## config.mk

```make
export PLATFORM = sky130hd
export DESIGN_NAME = ipv6_compressed_text_flat
export DESIGN_NICKNAME = d
export VERILOG_FILES = /design/src/sv/ipc_pkg.sv /design/src/sv/ipc_in_if.sv /design/src/sv/ipc_out_if.sv /design/src/sv/ipc_lane.sv /design/src/sv/ipc_merge.sv /design/src/sv/ipc_emit.sv /design/src/sv/ipv6_compressed_text.sv /design/src/flat_wrapper.sv
export SDC_FILE = /design/constraint.sdc
export NUM_CORES = 1
export LEC_CHECK = 0
export BUFFER_PORTS_ARGS = -buffer_cell sky130_fd_sc_hd__buf_2
export CORE_ASPECT_RATIO = 1.1
export CORE_MARGIN = 2
export CORE_UTILIZATION = 63
export DETAILED_ROUTE_END_ITERATION = 7
export PLACE_DENSITY = 0.84
export SETUP_SLACK_MARGIN = 0.05
export SYNTH_ARGS = -nofsm -noshare
export SYNTH_HDL_FRONTEND = slang
export SYNTH_HIERARCHICAL = 1
export SYNTH_SLANG_ARGS = --single-unit
```

## constraint.sdc

```tcl
create_clock -name clk -period 39.1 [get_ports clk]
set_input_delay 11.73 -clock clk [delete_from_list [all_inputs] [get_ports clk]]
set_output_delay 11.73 -clock clk [all_outputs]
set_load 0.01 [all_outputs]
```

## src/sv/ipc_pkg.sv

```systemverilog
`timescale 1ns / 1ps

package ipc_pkg;

  localparam int NumPieces = 8;
  localparam int IdxW = $clog2(NumPieces);
  localparam int PieceW = 16;
  localparam int CharW = 7;

  localparam logic [CharW-1:0] CharColon = 7'h3a;
  localparam logic [CharW-1:0] CharZero = 7'h30;
  localparam logic [CharW-1:0] CharLowA = 7'h61;

  typedef logic [PieceW-1:0] piece_t;

  typedef struct packed {
    logic       is_zero;
    logic [1:0] ndig_m1;
  } lane_info_t;

  typedef struct packed {
    logic [NumPieces-1:0][PieceW-1:0] pieces;
    logic [NumPieces-1:0][1:0]        ndig_m1;
    logic                             has_run;
    logic [IdxW-1:0]                  run_start;
    logic [IdxW:0]                    run_end;
  } plan_t;

  typedef enum logic [2:0] {
    EM_IDLE,
    EM_LEAD,
    EM_RUN,
    EM_DIGIT,
    EM_SEP
  } emit_state_t;

  function automatic logic [CharW-1:0] hex_char(input logic [3:0] nib);
    logic [CharW-1:0] res;
    if (nib < 4'd10) begin
      res = CharZero + {3'b000, nib};
    end else begin
      res = CharLowA + {3'b000, nib} - 7'd10;
    end
    return res;
  endfunction

endpackage

```

## src/sv/ipc_in_if.sv

```systemverilog
`timescale 1ns / 1ps

interface ipc_in_if;
  logic            valid;
  logic            ready;
  ipc_pkg::piece_t piece_0;
  ipc_pkg::piece_t piece_1;
  ipc_pkg::piece_t piece_2;
  ipc_pkg::piece_t piece_3;
  ipc_pkg::piece_t piece_4;
  ipc_pkg::piece_t piece_5;
  ipc_pkg::piece_t piece_6;
  ipc_pkg::piece_t piece_7;

  modport source (
    output valid, piece_0, piece_1, piece_2, piece_3,
    output piece_4, piece_5, piece_6, piece_7,
    input  ready
  );
  modport sink (
    input  valid, piece_0, piece_1, piece_2, piece_3,
    input  piece_4, piece_5, piece_6, piece_7,
    output ready
  );
endinterface

```

## src/sv/ipc_out_if.sv

```systemverilog
`timescale 1ns / 1ps

interface ipc_out_if;
  logic                        valid;
  logic                        ready;
  logic [ipc_pkg::CharW-1:0]   text_char;
  logic                        last_of_text;

  modport source (output valid, text_char, last_of_text, input ready);
  modport sink (input valid, text_char, last_of_text, output ready);
endinterface

```

## src/sv/ipc_lane.sv

```systemverilog
`timescale 1ns / 1ps

module ipc_lane (
  input  ipc_pkg::piece_t     piece,
  output ipc_pkg::lane_info_t info
);

  always_comb begin
    info.is_zero = (piece == '0);
    priority if (piece[15:12] != 4'h0) begin
      info.ndig_m1 = 2'd3;
    end else if (piece[11:8] != 4'h0) begin
      info.ndig_m1 = 2'd2;
    end else if (piece[7:4] != 4'h0) begin
      info.ndig_m1 = 2'd1;
    end else begin
      info.ndig_m1 = 2'd0;
    end
  end

endmodule

```

## src/sv/ipc_merge.sv

```systemverilog
`timescale 1ns / 1ps

module ipc_merge (
  input  logic                                         clk,
  input  logic                                         rst,
  input  logic                                         in_valid,
  output logic                                         in_ready,
  input  logic [ipc_pkg::NumPieces-1:0][ipc_pkg::PieceW-1:0] in_pieces,
  output logic                                         plan_valid,
  input  logic                                         plan_take,
  output ipc_pkg::plan_t                               plan
);

  ipc_pkg::lane_info_t [ipc_pkg::NumPieces-1:0] info;
  ipc_pkg::plan_t                               plan_next;

  for (genvar g = 0; g < ipc_pkg::NumPieces; g++) begin : g_lane
    ipc_lane u_lane (
      .piece (in_pieces[g]),
      .info  (info[g])
    );
  end

  // first longest run of zero pieces
  always_comb begin
    logic [ipc_pkg::IdxW:0]   run_len;
    logic [ipc_pkg::IdxW-1:0] run_start;
    logic [ipc_pkg::IdxW:0]   best_len;
    logic [ipc_pkg::IdxW-1:0] best_start;
    run_len    = '0;
    run_start  = '0;
    best_len   = '0;
    best_start = '0;
    for (int i = 0; i < ipc_pkg::NumPieces; i++) begin
      if (info[i].is_zero) begin
        if (run_len == '0) begin
          run_start = ipc_pkg::IdxW'(i);
        end
        run_len = run_len + 1'b1;
        if (run_len > best_len) begin
          best_len   = run_len;
          best_start = run_start;
        end
      end else begin
        run_len = '0;
      end
    end
    plan_next.pieces    = in_pieces;
    for (int i = 0; i < ipc_pkg::NumPieces; i++) begin
      plan_next.ndig_m1[i] = info[i].ndig_m1;
    end
    plan_next.has_run   = (best_len >= (ipc_pkg::IdxW+1)'(2));
    plan_next.run_start = best_start;
    plan_next.run_end   = {1'b0, best_start} + best_len;
  end

  assign in_ready = !plan_valid || plan_take;

  always_ff @(posedge clk) begin
    if (rst) begin
      plan_valid <= 1'b0;
    end else if (in_ready) begin
      plan_valid <= in_valid;
    end
  end

  always_ff @(posedge clk) begin
    if (in_valid && in_ready) begin
      plan <= plan_next;
    end
  end

endmodule

```

## src/sv/ipc_emit.sv

```systemverilog
`timescale 1ns / 1ps

module ipc_emit (
  input  logic                  clk,
  input  logic                  rst,
  input  logic                  plan_valid,
  output logic                  plan_take,
  input  ipc_pkg::plan_t        plan,
  ipc_out_if.source             text
);

  ipc_pkg::emit_state_t      state, state_next;
  ipc_pkg::plan_t            cur;
  logic [ipc_pkg::IdxW-1:0]  idx, idx_next;
  logic [1:0]                dig, dig_next;
  logic                      load;
  logic                      advance;
  logic                      step;
  logic [ipc_pkg::CharW-1:0] ch;
  logic                      is_last;
  logic [ipc_pkg::PieceW-1:0] cur_piece;
  logic [ipc_pkg::IdxW-1:0]  nxt_idx;

  assign advance   = !text.valid || text.ready;
  assign step      = advance && (state != ipc_pkg::EM_IDLE);
  assign cur_piece = cur.pieces[idx];
  assign nxt_idx   = idx + 1'b1;

  // outputs of the sequencer
  always_comb begin
    ch      = ipc_pkg::CharColon;
    is_last = 1'b0;
    unique case (state)
      ipc_pkg::EM_IDLE: begin
        ch = ipc_pkg::CharColon;
      end
      ipc_pkg::EM_LEAD, ipc_pkg::EM_SEP: begin
        ch = ipc_pkg::CharColon;
      end
      ipc_pkg::EM_RUN: begin
        ch      = ipc_pkg::CharColon;
        is_last = cur.run_end[ipc_pkg::IdxW];
      end
      ipc_pkg::EM_DIGIT: begin
        ch      = ipc_pkg::hex_char(cur_piece[{dig, 2'b00} +: 4]);
        is_last = (dig == 2'd0) && (idx == ipc_pkg::IdxW'(ipc_pkg::NumPieces - 1));
      end
    endcase
  end

  assign load      = (state == ipc_pkg::EM_IDLE) || (step && is_last);
  assign plan_take = load;

  // next state
  always_comb begin
    state_next = state;
    idx_next   = idx;
    dig_next   = dig;
    if (load) begin
      if (plan_valid) begin
        idx_next = '0;
        dig_next = plan.ndig_m1[0];
        if (plan.has_run && (plan.run_start == '0)) begin
          state_next = ipc_pkg::EM_LEAD;
        end else begin
          state_next = ipc_pkg::EM_DIGIT;
        end
      end else begin
        state_next = ipc_pkg::EM_IDLE;
      end
    end else if (step) begin
      unique case (state)
        ipc_pkg::EM_IDLE: begin
          state_next = ipc_pkg::EM_IDLE;
        end
        ipc_pkg::EM_LEAD: begin
          state_next = ipc_pkg::EM_RUN;
        end
        ipc_pkg::EM_RUN: begin
          // run does not reach the end, go on with the piece after it
          state_next = ipc_pkg::EM_DIGIT;
          idx_next   = cur.run_end[ipc_pkg::IdxW-1:0];
          dig_next   = cur.ndig_m1[cur.run_end[ipc_pkg::IdxW-1:0]];
        end
        ipc_pkg::EM_DIGIT: begin
          if (dig != 2'd0) begin
            dig_next = dig - 1'b1;
          end else begin
            state_next = ipc_pkg::EM_SEP;
          end
        end
        ipc_pkg::EM_SEP: begin
          idx_next = nxt_idx;
          if (cur.has_run && (nxt_idx == cur.run_start)) begin
            state_next = ipc_pkg::EM_RUN;
          end else begin
            state_next = ipc_pkg::EM_DIGIT;
            dig_next   = cur.ndig_m1[nxt_idx];
          end
        end
      endcase
    end
  end

  always_ff @(posedge clk) begin
    if (rst) begin
      state <= ipc_pkg::EM_IDLE;
    end else begin
      state <= state_next;
    end
  end

  always_ff @(posedge clk) begin
    idx <= idx_next;
    dig <= dig_next;
    if (load && plan_valid) begin
      cur <= plan;
    end
  end

  // output word register
  always_ff @(posedge clk) begin
    if (rst) begin
      text.valid <= 1'b0;
    end else if (advance) begin
      text.valid <= step;
    end
  end

  always_ff @(posedge clk) begin
    if (step) begin
      text.text_char    <= ch;
      text.last_of_text <= is_last;
    end
  end

endmodule

```

## src/sv/ipv6_compressed_text.sv

```systemverilog
`timescale 1ns / 1ps

// Serializes one IPv6 address, given as eight 16-bit pieces, into its
// compressed text form, one ASCII word per cycle while text.ready does not
// stall it, with the final word marked. Eight lanes size the pieces in
// parallel, a merge stage picks the first longest zero run and registers the
// plan, and an emit sequencer walks the plan. An address's text is 2 to 39
// words long; the next address waits in the plan register and follows without
// a gap. From idle, an accepted address passes through the plan register and
// the sequencer state register before its first word leaves the output register.
module ipv6_compressed_text (
  input  logic      clk,
  input  logic      rst,
  ipc_in_if.sink    addr,
  ipc_out_if.source text
);

  logic                                              plan_valid;
  logic                                              plan_take;
  ipc_pkg::plan_t                                    plan;
  logic [ipc_pkg::NumPieces-1:0][ipc_pkg::PieceW-1:0] pieces;

  assign pieces[0] = addr.piece_0;
  assign pieces[1] = addr.piece_1;
  assign pieces[2] = addr.piece_2;
  assign pieces[3] = addr.piece_3;
  assign pieces[4] = addr.piece_4;
  assign pieces[5] = addr.piece_5;
  assign pieces[6] = addr.piece_6;
  assign pieces[7] = addr.piece_7;

  ipc_merge u_merge (
    .clk        (clk),
    .rst        (rst),
    .in_valid   (addr.valid),
    .in_ready   (addr.ready),
    .in_pieces  (pieces),
    .plan_valid (plan_valid),
    .plan_take  (plan_take),
    .plan       (plan)
  );

  ipc_emit u_emit (
    .clk        (clk),
    .rst        (rst),
    .plan_valid (plan_valid),
    .plan_take  (plan_take),
    .plan       (plan),
    .text       (text)
  );

endmodule

```

## src/flat_wrapper.sv

```systemverilog
// flat-port wrapper written by rule: the top's interface ports become plain ports
module ipv6_compressed_text_flat 
  (clk, rst, addr_valid, addr_piece_0, addr_piece_1, addr_piece_2, addr_piece_3, addr_piece_4, addr_piece_5, addr_piece_6, addr_piece_7, addr_ready, text_valid, text_text_char, text_last_of_text, text_ready);
  ipc_in_if addr_i ();
  ipc_out_if text_i ();
  input  logic clk;
  input  logic rst;
  input wire logic [$bits(addr_i.valid)-1:0] addr_valid;
  input wire logic [$bits(addr_i.piece_0)-1:0] addr_piece_0;
  input wire logic [$bits(addr_i.piece_1)-1:0] addr_piece_1;
  input wire logic [$bits(addr_i.piece_2)-1:0] addr_piece_2;
  input wire logic [$bits(addr_i.piece_3)-1:0] addr_piece_3;
  input wire logic [$bits(addr_i.piece_4)-1:0] addr_piece_4;
  input wire logic [$bits(addr_i.piece_5)-1:0] addr_piece_5;
  input wire logic [$bits(addr_i.piece_6)-1:0] addr_piece_6;
  input wire logic [$bits(addr_i.piece_7)-1:0] addr_piece_7;
  output wire logic [$bits(addr_i.ready)-1:0] addr_ready;
  output wire logic [$bits(text_i.valid)-1:0] text_valid;
  output wire logic [$bits(text_i.text_char)-1:0] text_text_char;
  output wire logic [$bits(text_i.last_of_text)-1:0] text_last_of_text;
  input wire logic [$bits(text_i.ready)-1:0] text_ready;
  assign addr_i.valid = addr_valid;
  assign addr_i.piece_0 = addr_piece_0;
  assign addr_i.piece_1 = addr_piece_1;
  assign addr_i.piece_2 = addr_piece_2;
  assign addr_i.piece_3 = addr_piece_3;
  assign addr_i.piece_4 = addr_piece_4;
  assign addr_i.piece_5 = addr_piece_5;
  assign addr_i.piece_6 = addr_piece_6;
  assign addr_i.piece_7 = addr_piece_7;
  assign addr_ready = addr_i.ready;
  assign text_valid = text_i.valid;
  assign text_text_char = text_i.text_char;
  assign text_last_of_text = text_i.last_of_text;
  assign text_i.ready = text_ready;
  ipv6_compressed_text u_core (.clk(clk), .rst(rst), .addr(addr_i), .text(text_i));
endmodule
```

* Word level (Yosys, flattened, before mapping)
Cells that the tools add are included.
Word-level totals: register bits after elaboration 322, bits of input ports 132, output and inout port bits 10, word-level logic and storage cells 254
Operators by class: $add $sub $neg 13, magnitude comparators 12, equality and inequality tests 10, shift operators 1, mux-type cells 94, reduce and logical (&&, ||, !) cells 71
Operators with widths (number):
- zero test 16 bit | 8
- 2-to-1 mux 3 bit | 37
- nonzero test 4 bit | 25
- 2-to-1 mux 4 bit | 20
- binary-select mux 16 bit (select 3 bit) | 1
- adder 4 x 1 -> 4 bit, second input constant | 7
- > comparator 4 bit | 7
- zero test 4 bit | 7
- 2-to-1 mux 1 bit | 19
- 2-to-1 mux 16 bit | 1
- 2-to-1 mux 2 bit | 8
- OR reduction 2 bit | 8
- indexed part select 16 x 5 -> 4 bit | 1
- case mux 3 bit (5 select lines) | 1
- case mux 7 bit (2 select lines) | 1
- binary-select mux 2 bit (select 3 bit) | 2
- less-than comparator 3 x 4 -> 1 bit, second input constant | 3
- inequality test 3 bit, second input constant | 3
- adder 6 x 4 -> 7 bit, first input constant | 1
- adder 6 x 5 -> 7 bit, first input constant | 1
- logical AND 1 bit | 7
- 2-to-1 mux 7 bit | 1
- subtractor 7 x 4 -> 7 bit, second input constant | 1
- == test 3 x 2 -> 1 bit, second input constant | 2
- other kinds (22) | 29

* Longest topological paths before layout
Gate-level depths: netlist (run 1).
depth in word-level cells 25, depth in mapped cells 49, depth with buffers taken out 48

* By module
Netlist (run 1), hierarchy kept.
Modules (own cells, without submodules):
- ipc_emit | times used 1, cells an instance 332, area each 6855.3 µm², seq. area each 5034.8 µm²
- ipc_merge | times used 1, cells an instance 426, area each 6497.5 µm², seq. area each 4584.4 µm²
- ipc_lane | times used 8, cells an instance 8, area each 50.0 µm², seq. area each 0.0 µm²

* Worst setup path after synthesis (run 1)
No wires, ideal clock.
kind input to output, from in text_ready, to out addr_ready, arrival time 12708 ps, data required time 27370 ps, setup slack 14662 ps, stages 5, path buffers 0, cells stage by stage nor2b_1 a211oi_1 nor2_1 clkinv_1 nand2b_1
Between the ends: cells in the longest elaborated chain, start to end 5
Ends and longest elaborated chain:
- from (decl) | line flat_wrapper.sv:21 | input wire logic [$bits(text_i.ready)-1:0] text_ready;
- logical OR 1 bit | line ipc_emit.sv:24 | assign advance = !text.valid || text.ready;
- logical AND 1 bit | line ipc_emit.sv:25 | assign step = advance && (state != ipc_pkg::EM_IDLE);
- logical AND 1 bit | line ipc_emit.sv:51 | assign load = (state == ipc_pkg::EM_IDLE) || (step && is_last);
- logical OR 1 bit | line ipc_emit.sv:51
- net u_core.plan_take | line ipv6_compressed_text.sv:19 | logic plan_take;
- logical OR 1 bit | line ipc_merge.sv:57 | assign in_ready = !plan_valid || plan_take;
- to (decl) | line flat_wrapper.sv:17 | output wire logic [$bits(addr_i.ready)-1:0] addr_ready;
The timed path passes the listed nets, and every way through them passes these cells.

* Worst setup path after layout (run 1)
Ends and elaborated chain as after synthesis.

==> parameters.txt, run 1 <==
Parameter                              Value

Outcome
  Result of the run    complete, no violations

Worst setup path
  Critical path capture point    addr_ready
  CP max FO    8
  Signal arrival time at the worst endpoint    about 13,000 ps
  CP Class    in2out
  R2R Setup Slk    34,180 ps
  Type of element launching the critical path    input port
  Worst R2R Path Depth    10
  Worst flop-to-flop path endpoint    u_core/u_merge/plan[45]
  Crit. End Element    primary output
  Reg-to-reg startpoint    u_core/u_emit/idx[1]
  Required time reported for the critical path endpoint    27,370 ps
  Worst Setup SP    text_ready

Floorplan
  IO Pins    142
  Area of the core    21,370 µm²
  Floorplan row count    56
  Die Ht    roughly 160 µm
  Die width    144.9 µm
  Effective utilization at floorplan    0.6436
  DIE AREA    roughly 23,000 µm²

Timing
  Setup repair after global routing missed its margin    false
  Final number of hold-violating endpoints    0
  Final setup violation count    0
  Ratio of final minimum period to clock period    0.6375
  Remaining max-slew budget at the tightest pin    0.2966
  Worst hold-check slack    412.8 ps
  Achievable Freq    40.12 MHz
  Worst slew pin tran    1051 ps
  Worst Skew    about 20 ps
  Time the final worst path needs with I/O delays and setup    24,930 ps
  Max-slew violations    0
  Final setup TNS    0 ps

Power and ir drop
  Leakage power figure    0.005602 µW
  Peak VDD IR    0.00004697 V
  Total power    805.8 µW
  PwrDens    51.24 nW/µm²

Clock network
  CTS H-tree depth    1
  Count of buffers added by post-CTS timing repair for setup    0
  TritonCTS clock tree    done
  Maximum buffer depth of the clock tree    3
  Clock Pin Slew Worst Setup and Hold Paths    around 70 ps
  Resized Gates After CTS    0
  Number of clock sinks    322
  Number of buffers created by CTS    30
  Clock latency at the later pin of the worst-skew pair    560 ps
  Clock tree root driver cell    sky130_fd_sc_hd__clkbuf_16
  Number of hold-repair buffers added at the cts stage    0

Flow run
  Number of violations of the max-capacitance limit    0

Logic synthesis
  Ranking of synthesized cells by area    sky130_fd_sc_hd__edfxtp_1, sky130_fd_sc_hd__mux4_2, sky130_fd_sc_hd__ha_1, sky130_fd_sc_hd__nand2_1, sky130_fd_sc_hd__nor4_1
  Async S/R FF share, synth    0
  Most used flip-flop cell after synthesis    sky130_fd_sc_hd__edfxtp_1
  Cell count after synthesis    822
  Yosys top cell by area    sky130_fd_sc_hd__edfxtp_1
  Share of synthesized area occupied by flip-flops and latches    0.6994
  Ys Warns    6
  Post-synth cell types    80
  Syn_area_per_cell    16.73 µm²
  Proportion of netlist area held by the largest area contributor    0.6921
  Count of flip-flops with a built-in enable after synthesis    317
  Post-synthesis net count    989
  Post-Syn Area    between 10,000 and 15,000 µm²
  Synthesis-stage register bit count    322

Route
  Avg WL per Cell    25.57 µm
  DR iter-0 viols    910
  Vias per inst    roughly 6.4
  Routed via count    about 8,300
  Number of design rule violations left after detail routing    0
  Final WL    ~33,000 µm
  Number of nets with antenna violations after routing    0
  Number of iterations in the first detailed-routing pass    5

Hold path
  Worst hold path type    reg2reg
  Worst Hold Depth    0

Placed design
  Number of input and output port buffers inserted    141
  Gpl congestion    0.8361
  HPWL after detailed placement    roughly 21,000 µm

GRT
  Total routing usage reported by global routing    0.2908
  Global-route wire length before repair    48,840 µm
  Via count of the first global-routing pass    8,334
  Pin count of the biggest net entering global routing    81
  GRT Residual Overflow    0
  Initial antenna violation count    7

Final layout
  NumNets Final    1,146
  Synth-to-layout area growth    14.35%
  Share of layout cells above drive strength 1    0.2565
report_power, final:
part | internal [µW] | total [µW] | switching [µW]
sequential | 414 | 425 | 11.5
clock | 165 | 287 | 122
combinational | 38.0 | 93.3 | 55.2
worst min-delay path by stage:
stage	startpoint	endpoint	slack [ps]
detailed placement	u_core/u_merge/plan[106]	u_core/u_emit/cur[106]	400
global placement	u_core/u_merge/plan[126]	u_core/u_emit/cur[126]	400
global route	u_core/u_merge/plan[135]	u_core/u_emit/cur[135]	420
CTS	u_core/u_merge/plan[56]	u_core/u_emit/cur[56]	410
floorplan	u_core/u_merge/plan[0]	u_core/u_emit/cur[0]	400
finish	u_core/u_merge/plan[56]	u_core/u_emit/cur[56]	410
synthesized netlist by cell type (7+ instances only):
cell and n:
sky130_fd_sc_hd__nor3_1 7, sky130_fd_sc_hd__edfxtp_1 317, sky130_fd_sc_hd__ha_1 34, sky130_fd_sc_hd__nor2b_1 7
sky130_fd_sc_hd__and4_1 8, sky130_fd_sc_hd__a21oi_1 30, sky130_fd_sc_hd__nor4_1 32, sky130_fd_sc_hd__mux2i_1 17
sky130_fd_sc_hd__or4_1 8, sky130_fd_sc_hd__nand2b_1 10, sky130_fd_sc_hd__clkbuf_1 12, sky130_fd_sc_hd__mux4_1 7
sky130_fd_sc_hd__o21ai_0 18, sky130_fd_sc_hd__o21ai_1 12, sky130_fd_sc_hd__xnor2_1 9, sky130_fd_sc_hd__xor2_1 9
sky130_fd_sc_hd__inv_1 29, sky130_fd_sc_hd__o31ai_1 7, sky130_fd_sc_hd__nand3_1 9, sky130_fd_sc_hd__mux4_2 41
sky130_fd_sc_hd__nor2_1 33, sky130_fd_sc_hd__nand2_1 55
registers in the layout, indices dropped and copies added, names as in the netlist:
| name | flops |
|---|---|
| u_core/u_emit/cur | 152 |
| u_core/u_emit/text.text_char | 7 |
| u_core/u_emit/state | 3 |
| u_core/u_emit/text.last_of_text | 1 |
| u_core/u_emit/idx | 3 |
| u_core/u_emit/text.valid | 1 |
| u_core/u_emit/dig | 2 |
| u_core/u_merge/plan_valid | 1 |
| u_core/u_merge/plan | 152 |
per-layer routing:
| metal | part of all wire | track usage | wire, µm | up-vias |
|---|---|---|---|---|
| li1 | - | - | - | 3610 |
| met1 | 0.34 | 0.3505 | 11430 | 4008 |
| met2 | 0.51 | 0.4970 | 16810 | 564 |
| met3 | 0.088 | 0.05534 | 2916 | 135 |
| met4 | 0.060 | 0.1496 | 1990 | 4 |
| met5 | 0.00054 | 0 | 18 | - |
cell usage in the layout, fill, tap and decap left out, types with 8 or more instances in the layout:
master / netlist / layout
sky130_fd_sc_hd__edfxtp_1: 317 / 317
sky130_fd_sc_hd__o21ai_1: 12 / 12
sky130_fd_sc_hd__or4_1: 8 / 8
sky130_fd_sc_hd__o21ai_0: 18 / 18
sky130_fd_sc_hd__clkbuf_16: 0 / 31
sky130_fd_sc_hd__nor2_1: 33 / 33
sky130_fd_sc_hd__nand2b_1: 10 / 10
sky130_fd_sc_hd__nand2_1: 55 / 55
sky130_fd_sc_hd__ha_1: 34 / 34
sky130_fd_sc_hd__xnor2_1: 9 / 9
sky130_fd_sc_hd__nand3_1: 9 / 9
sky130_fd_sc_hd__a21oi_1: 30 / 30
sky130_fd_sc_hd__mux4_2: 41 / 41
sky130_fd_sc_hd__buf_2: 1 / 141
sky130_fd_sc_hd__and4_1: 8 / 8
sky130_fd_sc_hd__inv_1: 29 / 28
sky130_fd_sc_hd__mux2i_1: 17 / 17
sky130_fd_sc_hd__clkbuf_1: 12 / 9
sky130_fd_sc_hd__nor4_1: 32 / 32
sky130_fd_sc_hd__xor2_1: 9 / 9
worst max-delay path: stages:
cell and delay [ps]:
sky130_fd_sc_hd__buf_2 90, sky130_fd_sc_hd__nor2b_1 70, sky130_fd_sc_hd__a211oi_1 610, sky130_fd_sc_hd__nor2_1 190, sky130_fd_sc_hd__clkinv_1 190, sky130_fd_sc_hd__nand2b_1 170
sky130_fd_sc_hd__buf_2 150
stage by stage:
| stage | cells | cell area (µm²) | utilization | worst slack, ps |
|---|---|---|---|---|
| floorplan | 822 | 13750 | - | 14660 |
| global placement | 1237 | 14760 | 0.6905 | 14300 |
| detailed placement | 1237 | 14760 | 0.6905 | 14250 |
| CTS | 1292 | 15710 | 0.7353 | 14240 |
| global route | 1297 | 15730 | 0.7359 | 14010 |
| finish | 1297 | 15730 | 0.7359 | 14170 |
layout make-up:
cell class,count,area (µm²)
flip-flops and latches,322,9619
multi-input cells,445,3894
diodes,5,12.51
clock buffers,40,809.5
clock inverters,15,147.6
inverters,34,137.6
fillers,1232,5644
repair buffers,146,743.2
well taps,290,362.8
cells by family after synthesis:
family / count (synthesis) / share of synthesized area
compound gates: 122 / 0.06141
xor+xnor: 18 / 0.01146
fa+ha+maj: 36 / 0.03321
buf+inv: 55 / 0.01765
flops: 322 / 0.6994
mux: 73 / 0.1008
other cells: 1 / 0.0002727
simple gates: 195 / 0.07578
No activity file was read; power rests on OpenSTA's default activity.
==> run 2: changes to the inputs <==
--- a/config.mk
+++ b/config.mk
@@ -8,9 +8,9 @@
 export BUFFER_PORTS_ARGS = -buffer_cell sky130_fd_sc_hd__buf_2
 export CORE_ASPECT_RATIO = 1.1
 export CORE_MARGIN = 2
-export CORE_UTILIZATION = 63
+export CORE_UTILIZATION = 53
 export DETAILED_ROUTE_END_ITERATION = 7
-export PLACE_DENSITY = 0.84
+export PLACE_DENSITY = 0.76
 export SETUP_SLACK_MARGIN = 0.05
 export SYNTH_ARGS = -nofsm -noshare
 export SYNTH_HDL_FRONTEND = slang
==> constraint.sdc (replaced) <==
create_clock -name clk -period 20.1 [get_ports clk]
set_input_delay 6.03 -clock clk [delete_from_list [all_inputs] [get_ports clk]]
set_output_delay 6.03 -clock clk [all_outputs]
set_load 0.01 [all_outputs]
==> run 2 against run 1 <==
Global-route usage shrank 7.0 points. Combinational power grew 89%. Sequential cell count is the same. Largest power group unchanged. Critical path depth grew 42. Highest routed layer is now met4. Non-clock buffer count is the same.
==> parameters.txt, run 2 (synthesized netlist as in run 1, its figures left out) <==
Parameter                              Value

Outcome
  Result of the run    complete, no violations

Power and ir drop
  Total power    1558 µW
  Clock share of power    0.359
  Peak VDD IR    0.00008383 V
  Sequential cell fraction of total power    0.528
  Combinational power share    0.113
  NetSw    353.2 µW
  Int Pwr    about 1200 µW
  PwrDens    98.52 nW/µm²
  Proportion of total power due to net switching    0.2267
  Leakage power figure    0.005614 µW

Clock network
  TritonCTS clock tree    done
  Clock tree root driver cell    sky130_fd_sc_hd__clkbuf_16
  CTS H-tree depth    1
  Number of buffers created by CTS    30
  Clock Pin Slew Worst Setup and Hold Paths    around 60 ps
  Number of clock sinks    322
  Maximum buffer depth of the clock tree    3
  Number of hold-repair buffers added at the cts stage    0
  Clock latency at the later pin of the worst-skew pair    560 ps
  Resized Gates After CTS    0
  Count of buffers added by post-CTS timing repair for setup    0

Final layout
  Most frequent cells in the layout    sky130_fd_sc_hd__edfxtp_1, sky130_fd_sc_hd__buf_2, sky130_fd_sc_hd__nand2_1
  NumNets Final    1,146
  Share of layout cells above drive strength 1    0.2572
  Most frequent standard cell in the layout excluding fill and tap cells    sky130_fd_sc_hd__edfxtp_1
  Top flop regs    u_core/u_emit/cur x152, u_core/u_merge/plan x152, u_core/u_emit/text.text_char x7
  Total of fill cells in the finished design    1,749
  Synth-to-layout area growth    14.98%

Timing
  Final setup violation count    0
  Final number of hold-violating endpoints    0
  Max-slew violations    0
  Setup repair after global routing missed its margin    false
  Worst Skew    18.10 ps
  Remaining max-slew budget at the tightest pin    0.3002
  Time the final worst path needs with I/O delays and setup    16,600 ps
  Ratio of final minimum period to clock period    0.8258
  Achievable Freq    60.24 MHz
  Worst slew pin tran    1050 ps
  Final setup TNS    0 ps
  Worst hold-check slack    408.5 ps

Placed design
  Number of input and output port buffers inserted    141
  Gpl congestion    0.8947
  HPWL after detailed placement    20,730 µm

Floorplan
  Floorplan row count    between 60 and 70
  Die width    157.6 µm
  Die Ht    173.0 µm
  IO Pins    approximately 140
  DIE AREA    27,260 µm²
  Area of the core    25,420 µm²
  Effective utilization at floorplan    0.5411

GRT
  GRT Residual Overflow    0
  Via count of the first global-routing pass    7,859
  Global-route wire length before repair    45,180 µm
  Initial antenna violation count    1
  Pin count of the biggest net entering global routing    slightly above 80
  Total routing usage reported by global routing    0.2209

Worst setup path
  Critical Path Slowest Stage Cell    sky130_fd_sc_hd__o211ai_1
  Type of element launching the critical path    input port
  Crit path largest cell delay    roughly 760 ps
  Signal arrival time at the worst endpoint    16,890 ps
  Required time reported for the critical path endpoint    between 20,000 and 25,000 ps
  CP Class    in2reg
  Worst Setup SP    addr_piece_0[13]
  Reg-to-reg startpoint    u_core/u_emit/idx[0]
  Worst R2R Path Depth    10
  R2R Setup Slk    around 15,000 ps
  CP max FO    14
  Crit. End Element    register
  Worst flop-to-flop path endpoint    u_core/u_merge/plan[19]
  Dominant cell type by count on the critical path    sky130_fd_sc_hd__ha_1

Route
  Vias per inst    a little under 6
  Final WL    roughly 30,000 µm
  Avg WL per Cell    between 20 and 25 µm
  DR iter-0 viols    slightly below 800
  Number of nets with antenna violations after routing    0
  Routed via count    7,944
  Number of iterations in the first detailed-routing pass    5
  Number of design rule violations left after detail routing    0

Flow run
  Number of violations of the max-capacitance limit    0

Hold path
  HP Start    u_core/u_merge/plan[15]
  Worst hold path type    reg2reg
  Worst Hold Depth    0
  Hold path endpoint    u_core/u_emit/cur[15]
==> run 2: changes by cell type in the layout (fill, tap and decap cells not counted), sizes merged <==
cell    previous run  this run
clkbuf            40        36
clkinv            12        16
diode              5         1
bufinv             3         4
==> run 2: how the worst max path moves through the flow <==
stage | slack (ps) | to
2_1_floorplan | 5010 | u_core/u_merge/plan[2]
3_3_place_gp | 3410 | u_core/u_merge/plan[3]
3_5_place_dp | 3080 | u_core/u_merge/plan[3]
4_1_cts | 3620 | u_core/u_merge/plan[3]
5_1_grt | 2760 | u_core/u_merge/plan[3]
6_report | 3500 | u_core/u_merge/plan[3]
==> run 2: area by class of cell <==
class / count / area, µm² / share of cell area
antenna: 1 / 2.502 / 0.0001582
clock buffer: 36 / 773.2 / 0.04890
clock inverter: 20 / 211.5 / 0.01337
inverter: 34 / 137.6 / 0.008703
multi-input combinational: 445 / 3894 / 0.2462
sequential: 322 / 9619 / 0.6083
tap: 346 / 432.9 / 0.02738
timing repair buffer: 146 / 743.2 / 0.04700
==> run 2: routing by layer <==
layer  part of all wire  up-vias  global-route usage
met5                  0        -                   0
met4              0.026        0             0.06250
met3              0.079       59             0.03759
met2               0.50      368              0.3688
met1               0.39     3888              0.3011
li1                   -     3629                   -
==> run 2: critical path, delay by kind of cell <==
kind	cells	cell delay, ps
muxes	1	240
adders and majority gates	8	2150
AOI/OAI and AO/OA	20	5320
xor gates and xnor gates	2	290
buffers and inverters	6	570
and+or+nand+nor	12	2250
==> run 2: power groups by stage <==
stage                     combinational, µW  clock, µW  sequential (µW)
final                                   176        559              823
after global routing                    191        593              827
after floorplan                         118          0              835
after global placement                  173          0              833
after detailed placement                175          0              836
after CTS                               177        567              823
==> run 2: per-stage QoR <==
stage,util,cells,worst slack [ps],instance area [µm²]
6_report,0.6222,1350,3501,15810
5_1_grt,0.6222,1350,2762,15810
4_1_cts,0.6221,1349,3618,15810
3_5_place_dp,0.5834,1293,3085,14830
3_3_place_gp,0.5834,1293,3410,14830
2_1_floorplan,-,822,5009,13750
==> run 3: changes to the inputs <==
--- a/config.mk
+++ b/config.mk
@@ -5,12 +5,13 @@
 export SDC_FILE = /design/constraint.sdc
 export NUM_CORES = 1
 export LEC_CHECK = 0
+export ABC_AREA = 1
 export BUFFER_PORTS_ARGS = -buffer_cell sky130_fd_sc_hd__buf_2
 export CORE_ASPECT_RATIO = 1.1
 export CORE_MARGIN = 2
-export CORE_UTILIZATION = 53
+export CORE_UTILIZATION = 54
 export DETAILED_ROUTE_END_ITERATION = 7
-export PLACE_DENSITY = 0.76
+export PLACE_DENSITY = 0.77
 export SETUP_SLACK_MARGIN = 0.05
 export SYNTH_ARGS = -nofsm -noshare
 export SYNTH_HDL_FRONTEND = slang
==> constraint.sdc (replaced) <==
create_clock -name clk -period 13.3 [get_ports clk]
set_input_delay 3.99 -clock clk [delete_from_list [all_inputs] [get_ports clk]]
set_output_delay 3.99 -clock clk [all_outputs]
set_load 0.01 [all_outputs]
==> run 3 against run 2 <==
First-iteration DRC count rose by 4.9%. Sequential share of layout area shrank 2.9 points. Synthesized cell count is 62% higher. Wire length is 13% higher. Final area increased by 5.0%. Critical path type unchanged. Largest power group unchanged.
==> parameters.txt, run 3 <==
Parameter                              Value

Logic synthesis
  Ys Warns    6
  Cell count after synthesis    1,330
  Yosys top cell by area    sky130_fd_sc_hd__edfxtp_1
  Share of synthesized area occupied by flip-flops and latches    0.6621
  Count of flip-flops with a built-in enable after synthesis    317
  Most used flip-flop cell after synthesis    sky130_fd_sc_hd__edfxtp_1
  Post-synth cell types    42
  Proportion of netlist area held by the largest area contributor    0.6552
  Synthesis-stage register bit count    ~320
  Post-synthesis net count    1,497
  Syn_area_per_cell    10.92 µm²
  Async S/R FF share, synth    0
  Synth cell count leaders    sky130_fd_sc_hd__nand2_1, sky130_fd_sc_hd__edfxtp_1, sky130_fd_sc_hd__inv_1
  Post-Syn Area    14,530 µm²
  Most frequently used cell type in the post-synthesis netlist    sky130_fd_sc_hd__nand2_1
  Ranking of synthesized cells by area    sky130_fd_sc_hd__edfxtp_1, sky130_fd_sc_hd__nand2_1, sky130_fd_sc_hd__inv_1, sky130_fd_sc_hd__nand3_1, sky130_fd_sc_hd__ha_1

Clock network
  Maximum buffer depth of the clock tree    3
  Clock tree root driver cell    sky130_fd_sc_hd__clkbuf_16
  CTS H-tree depth    2
  Count of buffers added by post-CTS timing repair for setup    0
  Number of clock sinks    322
  Clock latency at the later pin of the worst-skew pair    510 ps
  Clock Pin Slew Worst Setup and Hold Paths    60 ps
  Resized Gates After CTS    0
  Number of hold-repair buffers added at the cts stage    0
  Number of buffers created by CTS    34
  TritonCTS clock tree    done

Timing
  Setup repair after global routing missed its margin    false
  Worst hold-check slack    412.3 ps
  Final setup violation count    0
  Achievable Freq    84.67 MHz
  Time the final worst path needs with I/O delays and setup    11,810 ps
  Final setup TNS    0 ps
  Worst slew pin tran    around 970 ps
  Ratio of final minimum period to clock period    0.8881
  Remaining max-slew budget at the tightest pin    0.3555
  Max-slew violations    0
  Final number of hold-violating endpoints    0
  Worst Skew    16.23 ps

Worst setup path
  Required time reported for the critical path endpoint    13,570 ps
  Crit path largest cell delay    ~340 ps
  Crit. End Element    register
  Critical Path Slowest Stage Cell    sky130_fd_sc_hd__nor3_1
  Signal arrival time at the worst endpoint    12,080 ps
  CP Class    in2reg
  Bufs and invs on worst path    12
  Type of element launching the critical path    input port
  Gate family responsible for the most delay along the worst path    simple AND/OR/NAND/NOR gates
  CP max FO    11
  Dominant cell type by count on the critical path    sky130_fd_sc_hd__inv_1

Floorplan
  IO Pins    between 100 and 150
  Effective utilization at floorplan    0.5524
  DIE AREA    28,230 µm²
  Die Ht    around 180 µm
  Die width    160.4 µm
  Floorplan row count    just over 60
  Area of the core    26,300 µm²

Final layout
  Most frequent standard cell in the layout excluding fill and tap cells    sky130_fd_sc_hd__nand2_1
  Top flop regs    u_core/u_emit/cur x152, u_core/u_merge/plan x152, u_core/u_emit/text.text_char x7
  Share of layout cells above drive strength 1    0.1845
  Utilization after layout    0.6314
  Most frequent cells in the layout    sky130_fd_sc_hd__nand2_1, sky130_fd_sc_hd__edfxtp_1, sky130_fd_sc_hd__inv_1
  Count of non-filler cells in the finished layout    1,861
  Synth-to-layout area growth    14.30%
  NumNets Final    1,650
  Total of fill cells in the finished design    2,003

Route
  Number of iterations in the first detailed-routing pass    5
  Number of nets with antenna violations after routing    0
  DR iter-0 viols    820
  Routed via count    9,927
  Number of design rule violations left after detail routing    0
  Avg WL per Cell    between 15 and 20 µm
  Final WL    33,550 µm
  Vias per inst    between 5 and 6

GRT
  Pin count of the biggest net entering global routing    roughly 150
  Global-route wire length before repair    52,180 µm
  Via count of the first global-routing pass    9,897
  Initial antenna violation count    2
  GRT Residual Overflow    0
  Total routing usage reported by global routing    0.2426

Power and ir drop
  Total power    2436 µW
  Leakage power figure    0.006918 µW
  PwrDens    between 100 and 150 nW/µm²
  Peak VDD IR    0.0001301 V

Hold path
  Worst hold path type    reg2reg

Outcome
  Result of the run    complete, no violations

Placed design
  Number of input and output port buffers inserted    141
  HPWL after detailed placement    23,970 µm
  Gpl congestion    0.9241
  Cell total after placement    between 1,500 and 2,000

Flow run
  Number of violations of the max-capacitance limit    0
## run 3: worst paths after layout
path | start | to | slack, ps | cells after the start
setup reg to reg | u_core/u_emit/idx[2] | u_core/u_emit/cur[143] | 9760 | 8
hold reg to reg | u_core/u_merge/plan[13] | u_core/u_emit/cur[13] | 410 | 0
hold / removal | u_core/u_merge/plan[13] | u_core/u_emit/cur[13] | 410 | 0
setup / recovery | addr_piece_0[14] | u_core/u_merge/plan[3] | 1490 | 54
## run 3: cells by family after synthesis
logic type      count (synthesis)  share of synthesized area
xor+xnor                        8                   0.004823
buf+inv                       225                    0.06520
flops                         322                     0.6621
simple gates                  625                     0.1919
fa+ha+maj                      35                    0.03066
other cells                     1                  0.0002581
compound gates                114                    0.04504
## run 3: layout make-up
cell class	instances	area, µm²	area share
clock inverters	17	165.2	0.009946
inverters	196	740.7	0.04461
well taps	352	440.4	0.02652
repair buffers	146	755.7	0.04551
multi-input cells	783	3973	0.2392
flip-flops and latches	322	9619	0.5793
diodes	2	5.005	0.0003014
clock buffers	43	905.9	0.05455
## run 3: metal layers
layer,vias to the layer above,share of wire,global-route usage
met1,4698,0.39,0.3007
met2,384,0.50,0.4301
met3,79,0.067,0.03524
met5,-,0,0
li1,4766,-,-
met4,0,0.036,0.09872
## run 3: per-stage QoR
stage / area (µm²) / worst slack (ps)
floorplan: 14530 / 936.8
detailed placement: 15530 / 1009
finish: 16600 / 1489
CTS: 16600 / 1521
global route: 16600 / 688.3
global placement: 15530 / 1266
## run 3: worst reg2reg max path: cells and delay by family (launching register included)
family	cells	cell delay [ps]
AOI/OAI and AO/OA	1	90
adders and majority gates	1	270
buffers and inverters	2	1350
DFF	1	880
and+or+nand+nor	4	530
## run 3: report_power, final
part / internal, µW / switching, µW
Clock: 528 / 379
Sequential: 1200 / 25.9
Combinational: 80.6 / 219
Total: 1810 / 624
